**src/hdl/bbs_pkg.sv**
```systemverilog
package bbs_pkg;

  localparam int unsigned DEPTH  = 32;
  localparam int unsigned DATA_W = 32;
  localparam int unsigned ADDR_W = (DEPTH > 1) ? $clog2(DEPTH) : 1;
  localparam int unsigned CNT_W  = $clog2(DEPTH + 1);

  typedef enum logic [2:0] {
    ST_LOAD,
    ST_PRIME,
    ST_FETCH,
    ST_RUN,
    ST_TAIL,
    ST_OUT_RD,
    ST_OUT_FETCH,
    ST_OUT_HOLD
  } state_t;

endpackage

```
**src/hdl/bbs_ram.sv**
```systemverilog
module bbs_ram #(
  parameter int unsigned WIDTH = 32,
  parameter int unsigned DEPTH = 32,
  localparam int unsigned AddrW = (DEPTH > 1) ? $clog2(DEPTH) : 1
) (
  input  logic             clk,
  input  logic             wr_en,
  input  logic [AddrW-1:0] wr_addr,
  input  logic [WIDTH-1:0] wr_data,
  input  logic [AddrW-1:0] rd_addr,
  output logic [WIDTH-1:0] rd_data
);

  logic [WIDTH-1:0] mem [DEPTH];

  always_ff @(posedge clk) begin
    if (wr_en) begin
      mem[wr_addr] <= wr_data;
    end
    rd_data <= mem[rd_addr];
  end

endmodule

```
**src/hdl/bidirectional_bubble_sorter_core.sv**
```systemverilog
// Cocktail shaker sorter for sets of signed 32-bit values.
// Input stream (s_*): one value per transfer; s_tlast closes the set and
// starts the sort. Up to DEPTH values are kept; later ones, the closing one
// included, are dropped and the whole set is reported with m_tuser high.
// Output stream (m_*): the stored values in ascending order, m_tlast on the
// greatest one. Equal values keep their arrival order.
// Loading accepts one value per cycle. For a set of n >= 2 values the sort
// runs n-1 alternating passes over a shrinking window; each pass is paced
// by the single read port of the store. Each result is then read,
// registered and presented in turn; the next one is read only after the
// receiver takes it.
// s_tready is low from the closing transfer until the last result is taken.
// A stalled receiver holds m_tvalid and the result register unchanged; the
// sorter waits.
// Reset (rst, synchronous) empties the set and returns to loading; the
// store needs no clearing, since only entries of the current set are read.
module bidirectional_bubble_sorter_core (
  input  logic                            clk,
  input  logic                            rst,
  input  logic                            s_tvalid,
  output logic                            s_tready,
  input  logic signed [bbs_pkg::DATA_W-1:0] s_tdata,  // [31:0] value
  input  logic                            s_tlast,
  output logic                            m_tvalid,
  input  logic                            m_tready,
  output logic signed [bbs_pkg::DATA_W-1:0] m_tdata,  // [31:0] sorted_value
  output logic                            m_tlast,
  output logic                            m_tuser     // [0] overflow
);

  bbs_pkg::state_t state, state_next;

  logic [bbs_pkg::CNT_W-1:0]  count;
  logic [bbs_pkg::CNT_W-1:0]  passes;
  logic                       ovf;
  logic                       dir;
  logic [bbs_pkg::ADDR_W-1:0] left;
  logic [bbs_pkg::ADDR_W-1:0] right;
  logic [bbs_pkg::ADDR_W-1:0] idx;
  logic [bbs_pkg::ADDR_W-1:0] oidx;
  logic signed [bbs_pkg::DATA_W-1:0] cur;
  logic signed [bbs_pkg::DATA_W-1:0] out_data;

  logic                       wr_en;
  logic [bbs_pkg::ADDR_W-1:0] wr_addr;
  logic [bbs_pkg::DATA_W-1:0] wr_data;
  logic [bbs_pkg::ADDR_W-1:0] rd_addr;
  logic [bbs_pkg::DATA_W-1:0] rd_data;

  logic                       room;
  logic [bbs_pkg::CNT_W-1:0]  cnt_after;
  logic [bbs_pkg::CNT_W-1:0]  cnt_after_m1;
  logic [bbs_pkg::CNT_W-1:0]  count_m1;
  logic [bbs_pkg::ADDR_W-1:0] nb;
  logic [bbs_pkg::ADDR_W-1:0] nb2;
  logic [bbs_pkg::ADDR_W-1:0] win_end;
  logic signed [bbs_pkg::DATA_W-1:0] d;
  logic                       keep;
  logic                       in_xfer;
  logic                       out_xfer;
  logic                       out_last;

  bbs_ram #(
    .WIDTH(bbs_pkg::DATA_W),
    .DEPTH(bbs_pkg::DEPTH)
  ) u_store (
    .clk    (clk),
    .wr_en  (wr_en),
    .wr_addr(wr_addr),
    .wr_data(wr_data),
    .rd_addr(rd_addr),
    .rd_data(rd_data)
  );

  assign room         = count < bbs_pkg::CNT_W'(bbs_pkg::DEPTH);
  assign cnt_after    = room ? count + 1'b1 : count;
  assign cnt_after_m1 = cnt_after - 1'b1;
  assign count_m1     = count - 1'b1;
  assign nb           = dir ? idx - 1'b1 : idx + 1'b1;
  assign nb2          = dir ? idx - 2'd2 : idx + 2'd2;
  assign win_end      = dir ? left : right;
  assign d            = $signed(rd_data);
  assign keep         = dir ? (d > cur) : (cur > d);
  assign in_xfer      = s_tvalid && s_tready;
  assign out_xfer     = m_tvalid && m_tready;
  assign out_last     = oidx == count_m1[bbs_pkg::ADDR_W-1:0];

  always_comb begin
    state_next = state;
    unique case (state)
      bbs_pkg::ST_LOAD: begin
        if (s_tvalid && s_tlast) begin
          state_next = (cnt_after >= bbs_pkg::CNT_W'(2)) ? bbs_pkg::ST_PRIME
                                                          : bbs_pkg::ST_OUT_RD;
        end
      end
      bbs_pkg::ST_PRIME:     state_next = bbs_pkg::ST_FETCH;
      bbs_pkg::ST_FETCH:     state_next = bbs_pkg::ST_RUN;
      bbs_pkg::ST_RUN: begin
        if (nb == win_end) begin
          state_next = bbs_pkg::ST_TAIL;
        end
      end
      bbs_pkg::ST_TAIL: begin
        state_next = (passes == bbs_pkg::CNT_W'(1)) ? bbs_pkg::ST_OUT_RD
                                                    : bbs_pkg::ST_PRIME;
      end
      bbs_pkg::ST_OUT_RD:    state_next = bbs_pkg::ST_OUT_FETCH;
      bbs_pkg::ST_OUT_FETCH: state_next = bbs_pkg::ST_OUT_HOLD;
      bbs_pkg::ST_OUT_HOLD: begin
        if (m_tready) begin
          state_next = out_last ? bbs_pkg::ST_LOAD : bbs_pkg::ST_OUT_RD;
        end
      end
      default:               state_next = bbs_pkg::ST_LOAD;
    endcase
  end

  always_comb begin
    wr_en    = 1'b0;
    wr_addr  = idx;
    wr_data  = cur;
    rd_addr  = idx;
    s_tready = 1'b0;
    m_tvalid = 1'b0;
    unique case (state)
      bbs_pkg::ST_LOAD: begin
        s_tready = 1'b1;
        wr_en    = s_tvalid && room;
        wr_addr  = count[bbs_pkg::ADDR_W-1:0];
        wr_data  = s_tdata;
      end
      bbs_pkg::ST_PRIME:     rd_addr = dir ? right : left;
      bbs_pkg::ST_FETCH:     rd_addr = nb;
      bbs_pkg::ST_RUN: begin
        wr_en   = 1'b1;
        wr_data = keep ? d : cur;
        rd_addr = nb2;
      end
      bbs_pkg::ST_TAIL:      wr_en = 1'b1;
      bbs_pkg::ST_OUT_RD:    rd_addr = oidx;
      bbs_pkg::ST_OUT_FETCH: rd_addr = oidx;
      bbs_pkg::ST_OUT_HOLD:  m_tvalid = 1'b1;
      default:               s_tready = 1'b0;
    endcase
  end

  assign m_tdata = out_data;
  assign m_tlast = out_last;
  assign m_tuser = ovf;

  always_ff @(posedge clk) begin
    if (rst) begin
      state  <= bbs_pkg::ST_LOAD;
      count  <= '0;
      ovf    <= 1'b0;
      dir    <= 1'b0;
      left   <= '0;
      right  <= '0;
      passes <= '0;
      oidx   <= '0;
    end else begin
      state <= state_next;
      unique case (state)
        bbs_pkg::ST_LOAD: begin
          if (in_xfer) begin
            count <= cnt_after;
            if (!room) begin
              ovf <= 1'b1;
            end
            if (s_tlast) begin
              dir    <= 1'b0;
              left   <= '0;
              right  <= cnt_after_m1[bbs_pkg::ADDR_W-1:0];
              passes <= cnt_after_m1;
              oidx   <= '0;
            end
          end
        end
        bbs_pkg::ST_TAIL: begin
          if (dir) begin
            left <= left + 1'b1;
          end else begin
            right <= right - 1'b1;
          end
          dir    <= ~dir;
          passes <= passes - 1'b1;
        end
        bbs_pkg::ST_OUT_HOLD: begin
          if (m_tready) begin
            if (out_last) begin
              count  <= '0;
              ovf    <= 1'b0;
              dir    <= 1'b0;
              left   <= '0;
              right  <= '0;
              passes <= '0;
              oidx   <= '0;
            end else begin
              oidx <= oidx + 1'b1;
            end
          end
        end
        default: begin
        end
      endcase
    end
  end

  always_ff @(posedge clk) begin
    case (state)
      bbs_pkg::ST_PRIME:     idx <= dir ? right : left;
      bbs_pkg::ST_FETCH:     cur <= d;
      bbs_pkg::ST_RUN: begin
        idx <= nb;
        if (!keep) begin
          cur <= d;
        end
      end
      bbs_pkg::ST_OUT_FETCH: out_data <= d;
      default: begin
      end
    endcase
  end

  a_one_side: assert property (@(posedge clk) disable iff (rst)
    !(s_tready && m_tvalid))
    else $error("input and output open together");

  a_count_bound: assert property (@(posedge clk) disable iff (rst)
    count <= bbs_pkg::CNT_W'(bbs_pkg::DEPTH))
    else $error("element count beyond store depth");

  a_run_passes: assert property (@(posedge clk) disable iff (rst)
    (state == bbs_pkg::ST_RUN || state == bbs_pkg::ST_TAIL) |-> passes != '0)
    else $error("pass running with no passes left");

  a_set_closed: assert property (@(posedge clk) disable iff (rst)
    (out_xfer && m_tlast) |=> (count == '0 && !ovf && s_tready))
    else $error("set not cleared after final result");

endmodule
```
**config.mk**
```make
export PLATFORM = sky130hd
export DESIGN_NAME = bidirectional_bubble_sorter_core
export DESIGN_NICKNAME = d
export VERILOG_FILES = /design/src/hdl/bbs_pkg.sv /design/src/hdl/bbs_ram.sv /design/src/hdl/bidirectional_bubble_sorter_core.sv
export SDC_FILE = /design/constraint.sdc
export NUM_CORES = 2
export LEC_CHECK = 0
export ABC_CLOCK_PERIOD_IN_PS = 8700
export BUFFER_PORTS_ARGS = -buffer_cell sky130_fd_sc_hd__buf_2
export CORE_ASPECT_RATIO = 0.7
export CORE_MARGIN = 2
export CORE_UTILIZATION = 40
export CTS_BUF_LIST = sky130_fd_sc_hd__clkbuf_4
export CTS_CLUSTER_SIZE = 28
export DETAILED_ROUTE_END_ITERATION = 16
export PLACE_DENSITY = 0.61
export SLEW_MARGIN = 20
export SYNTH_ARGS = -nofsm -noshare
export SYNTH_HDL_FRONTEND = slang
export SYNTH_SLANG_ARGS = --single-unit
```
**constraint.sdc**
```tcl
create_clock -name clk -period 8.7 [get_ports clk]
set_clock_uncertainty 0.1 [all_clocks]
set_input_delay 0.87 -clock clk [delete_from_list [all_inputs] [get_ports clk]]
set_output_delay 0.87 -clock clk [all_outputs]
set_load 0.05 [all_outputs]
```
Word level (Yosys, flattened, before mapping) --
Memories as Yosys holds them, arrays and structs flattened. A register that Yosys moved wholly into a read port is not among the register bits. Cells that the tools add are included.
Operators by class: bitwise gates (word level) 1, add/subtract/negate cells 11, eq/ne operators 20, multiply operators 0, $lt $le $gt $ge 4, shift operators 0, multiplexer cells 53, divide/modulo/power cells 0, reductions and logical operators 18
Operators by type and width (count):
- 32-bit case mux with 2 select lines | 2
- 5-bit two-way mux | 15
- 32-bit greater-than comparator | 2
- 32-bit two-way mux | 2
- 6-bit two-way mux | 6
- 5-bit case mux with 3 select lines | 2
- 3-bit case mux with 8 select lines | 1
- 2-bit inequality test, second input constant | 10
- 5-bit case mux with 2 select lines | 2
- 5-bit case mux with 4 select lines | 1
- 3-bit two-way mux | 6
- 6-bit case mux with 3 select lines | 1
- 5-bit by 1-bit adder with 5-bit output, second input constant | 3
- 5-bit by 1-bit subtractor with 5-bit output, second input constant | 3
- 3-bit equality test, second input constant | 4
- 6-bit case mux with 2 select lines | 1
- 6-bit AND reduction | 2
- 6-bit by 1-bit subtractor with 6-bit output, second input constant | 2
- 1-bit two-way mux | 11
- 5-bit equality test | 2
- 5-bit AND reduction | 2
- 4-bit AND reduction | 2
- 6-bit by 1-bit adder with 6-bit output, second input constant | 1
- 3-bit by 2-bit equality test with 1-bit output, second input constant | 2
- other kinds (16) | 22
Word-level totals: logic and storage cells 119, output and inout bits 36, memory bits (writable) 1024, memories 1, register bits 101, memory bits (read-only) 0, bits of input ports 37, bits in latches 0
Memories:
- u_store.mem | depth 32, bits a word 32, rd ports 1, clocked after memory_dff 1, wr ports 1, line bbs_ram.sv:14 | logic [WIDTH-1:0] mem [DEPTH];

Logic depth before layout (Yosys ltp) --
word-level depth 6, depth in mapped cells 11, mapped depth without buffers 10

By module --
Synthesis repeated with hierarchy kept, for this count alone.
Unflattened totals: cell total of the unflattened synthesis 3050, area total of the unflattened synthesis 47733.3 µm²
Modules (own cells, without submodules):
- bbs_ram | cells an instance 2260, area each 40492.6 µm², instances 1
- bidirectional_bubble_sorter_core | cells an instance 790, area each 7240.7 µm², instances 1

Least setup slack after synthesis --
OpenSTA, ideal clock, no wires.
path type reg-to-reg, from register cur[29] (netlist bit), to register cur[0] (netlist bit), enable pin, cell stages (with the launch flop) 9, setup slack 4.131 ns, path buffers 0, library setup time 0.461 ns, data required time 8.139 ns, arrival 4.008 ns, period minus slack after synthesis 4.569 ns, path through edfxtp_1 > ha_1 > a21o_1 > a211o_1 > a221oi_1 > nand2_1 > o2111ai_1 > a21oi_1 > nor3_1
Between the ends: word-level cells in the longest chain between the ends 4, elaborated cells between the ends (all ways) 5, those cells by class order compare: 2; eq/ne: 1; mux: 1; reduce/logical: 1
RTL lines:
- start, declared | line bidirectional_bubble_sorter_core.sv:41 | logic signed [bbs_pkg::DATA_W-1:0] cur;
- start signal, assigned | line bidirectional_bubble_sorter_core.sv:213 | bbs_pkg::ST_FETCH: cur <= d;
- start signal, assigned | line bidirectional_bubble_sorter_core.sv:217 | cur <= d;
- 32-bit greater-than comparator | line bidirectional_bubble_sorter_core.sv:83 | assign keep = dir ? (d > cur) : (cur > d);
- 1-bit two-way mux (*) | line bidirectional_bubble_sorter_core.sv:83
- 2-bit inequality test (no source line) (*)
- 2-bit AND reduction (no source line) (*)
Mark *: on every way between the ends. The rest lies on a longest branch, timed or not. A chain may end at the register's enable or synchronous reset.

Worst setup path after layout --
from register u_store.rd_data[31] (read register of u_store.mem), to memory u_store.mem[20][16] (data pin)
Between the ends: word-level cells in the longest chain between the ends 4, elaborated cells between the ends (all ways) 5, those cells by class order compare: 2; mux: 3
RTL lines:
- start, declared | line bbs_ram.sv:11 | output logic [WIDTH-1:0] rd_data
- 32-bit greater-than comparator | line bidirectional_bubble_sorter_core.sv:83
- 1-bit two-way mux (*) | line bidirectional_bubble_sorter_core.sv:83
- 32-bit two-way mux (*) | line bidirectional_bubble_sorter_core.sv:137 | wr_data = keep ? d : cur;
- 32-bit case mux with 2 select lines (*) | line bidirectional_bubble_sorter_core.sv:126 | unique case (state)
- via u_store.wr_data[16] | line bbs_ram.sv:9 | input logic [WIDTH-1:0] wr_data,
- end, declared | line bbs_ram.sv:14
The timed path passes the listed nets; every way through them passes the cells marked *.

==> metrics.md <==
| Metric | Value |
|---|---|
| Status | `finished, final reports clean` |
| Setup violations, final | `0` |
| Max IR drop VDD | `0.576 mV` |
| Maximum buffer depth of the clock tree | `4` |
| Critical Path AT | `5.72 ns` |
| Power density over the cells | `394 nW/um2` |
| Die W | `416 um` |
| RSZ-0062 raised after global routing | `no` |
| Seq/Total Area, Yosys | `0.718` |
| DR pass1 iterations | `6` |
| Critical path class | `flop to flop` |
| CP max FO | `32` |
| Dominant synthesized flop cell | `edfxtp_1` |
| DR iter-0 viols | `3344` |
| Final Util | `0.454` |
| Hold crit path type | `flop to flop` |
| Share of cells above drive strength 1 | `0.329` |
| CTS tree | `built` |
| Top-count cell post-synth | `edfxtp_1` |
| Power Internal | `13.2 mW` |
| Mapped cell area | `47500 um2` |
| Placed insts | `4074` |
| Clock root cell | `clkbuf_4` |
| Worst setup margin | `3.68 ns` |
| Min Tclk post-route | `5.02 ns` |
| Clock slew at reported path FFs | `0.08 ns` |
| Max Slew Vio Count | `0` |
| Total power | `21.0 mW` |
| Syn-to-layout area delta | `12.3%` |
| First-pass GRT wire length | `185000 um` |
| Post-route ant nets | `0` |
| Startpoint Class | `flop` |
| Core box area | `117000 um2` |
| Mapped Avg Cell Area | `18.8 um2` |
| Final GP Congestion | `0.857` |
| Mapped Cells | `2531` |
| FFs w/ async S/R, synth | `0` |
| Initial antenna violation count | `4` |
| Starting Density | `0.404` |
| Switching share of total power | `0.370` |
| Setup TNS | `0 ns` |
| Vias post-DR | `26300` |
| Max Clock Freq | `199 MHz` |
| Yosys reg bits | `1157` |
| Dominant cell type by area after synthesis | `edfxtp_1` |
| # DRC | `0` |
| Cts hold-fix bufs | `6` |
| Final cell count without fillers | `4542` |
| Max Cap Viol | `0` |
| Total GRT Usage | `0.212` |
| CP required | `9.40 ns` |
| Die ar. | `122000 um2` |
| Post-CTS Setup Inserts | `0` |
| Top-area cell type share of the netlist area | `0.691` |
| Slew @ Worst Pin | `1.17 ns` |
| Final Cycle Share | `0.577` |
| Largest net degree at the start of global routing | `158` |
| CTS Buf Count | `278` |
| PortBufs | `72` |
| Clk pwr share | `0.204` |
| Worst rel slew slack | `0.221` |
| Grt total ovfl | `0` |
| CP Capture Type | `flop` |
| CTS resizes | `0` |
| Vias in the first global route | `26300` |
| Combinational cell fraction of total power | `0.408` |
| Num rows | `105` |
| # IOs | `73` |
| Final Routed Wirelength | `129000 um` |
| Hold Fails Final Rpt | `0` |
| H-tree depth | `5` |
| Yosys warns | `0` |
| Synth area leaders | `edfxtp_1, mux4_2, dfxtp_1` |
| Die H | `292 um` |
| Leakage | `17.6 nW` |
| Count of flip-flops with a built-in enable after synthesis | `1093` |
| Hpwl dp | `70200 um` |
| Mapped Nets | `2614` |
| Post-synth top cells | `edfxtp_1, mux4_2, nor2_1` |
| Cell variety after synth | `71` |
| Later-pin clock latency in the skew report | `1.20 ns` |
| Post-DR wirelength/cell | `28.5 um` |
| Place WS | `3.46 ns` |
| CTS Sinks | `1157` |
| Avg Vias per Cell | `5.78` |
| NetSw | `7.79 mW` |
| Nets@finish | `2892` |
| Sequential share of power | `0.387` |
-- placed cells by master, fill, tap and decap left out, types with 27 or more instances in the layout --
cell / instances
nand3b_1: 131
clkbuf_4: 418
and3_1: 41
mux2i_1: 77
nor2_1: 171
buf_2: 73
a21oi_1: 47
o21ai_0: 27
nand2_1: 37
ha_1: 44
mux4_2: 257
dfxtp_1: 64
mux2_2: 66
clkinv_1: 36
buf_4: 60
nor2_4: 33
inv_1: 46
nor4_2: 32
edfxtp_1: 1093
-- metal layers --
metal / vias up / routed length, um / global-route usage
met5: - / 0 / 0
met4: 0 / 2460 / 0.0664
met3: 170 / 12400 / 0.0523
met2: 1368 / 57400 / 0.307
met1: 13800 / 57000 / 0.314
li1: 11000 / - / -
-- sequential cells by signal, indices dropped and copies added (netlist names) --
register,cells
dir,1
count,6
u_store.mem,1024
cur,32
m_tuser,1
left,5
m_tdata,32
oidx,5
right,5
state,3
idx,5
u_store.rd_data,32
passes,6
-- final timing paths --
kind	startpoint	slack, ns	cells past startpoint	end
worst min-delay path	u_store.rd_data[30]$_DFF_P_	0.39	0	m_tdata[30]$_DFFE_PP_
worst max-delay path	u_store.rd_data[31]$_DFF_P_	3.68	10	u_store.mem[20][16]$_DFFE_PP_
worst max register to register	u_store.rd_data[31]$_DFF_P_	3.68	10	u_store.mem[20][16]$_DFFE_PP_
worst min register to register	u_store.rd_data[30]$_DFF_P_	0.39	0	m_tdata[30]$_DFFE_PP_
-- stage by stage --
stage | hold WS (ns) | area (um2)
6_report | 0.393 | 53300
5_1_grt | 0.403 | 53300
4_1_cts | 0.392 | 53300
3_5_place_dp | 0.377 | 50000
3_3_place_gp | 0.361 | 49900
2_1_floorplan | 0.348 | 47500
-- power by group through the flow --
stage               clock network, mW  registers [mW]  logic, mW
finish                           4.30            8.15       8.59
global route                     4.67            8.18       9.17
CTS                              4.39            8.15       8.59
detailed placement                  0            8.27       8.56
global placement                    0            8.24       8.41
floorplan                           0            8.12       5.94
-- cell families (layout without fill, tap and decap cells) --
logic type	after synthesis	count (layout)	synth area share
buf+inv	195	650	0.0190
flops	1157	1157	0.718
mux	403	403	0.154
fa+ha+maj	46	46	0.0124
compound gates	170	170	0.0255
simple gates	529	529	0.0642
other cells	0	5	0
xor+xnor	31	31	0.00645
-- critical path, cell delays in order (launching register included) --
cell and delay (ns):
dfxtp_1 0.38, inv_1 0.06, ha_1 0.44, inv_1 0.18, a211o_1 0.30, a221oi_1 0.63
and2_1 0.26, nor4b_1 0.09, nor4_4 0.77, buf_4 0.46, a221o_1 0.94
-- layout make-up --
type                            count  area, um2
Fill cell                       10100      64100
Sequential cell                  1157      34100
Multi-Input combinational cell   1179      12800
Clock buffer                      418       3140
Tap cell                         1551       1940
Timing Repair Buffer              143        963
Inverter                           50        188
Clock inverter                     39        146
Antenna cell                        5       12.5
Note: power is estimated with default switching activity, not from simulation.
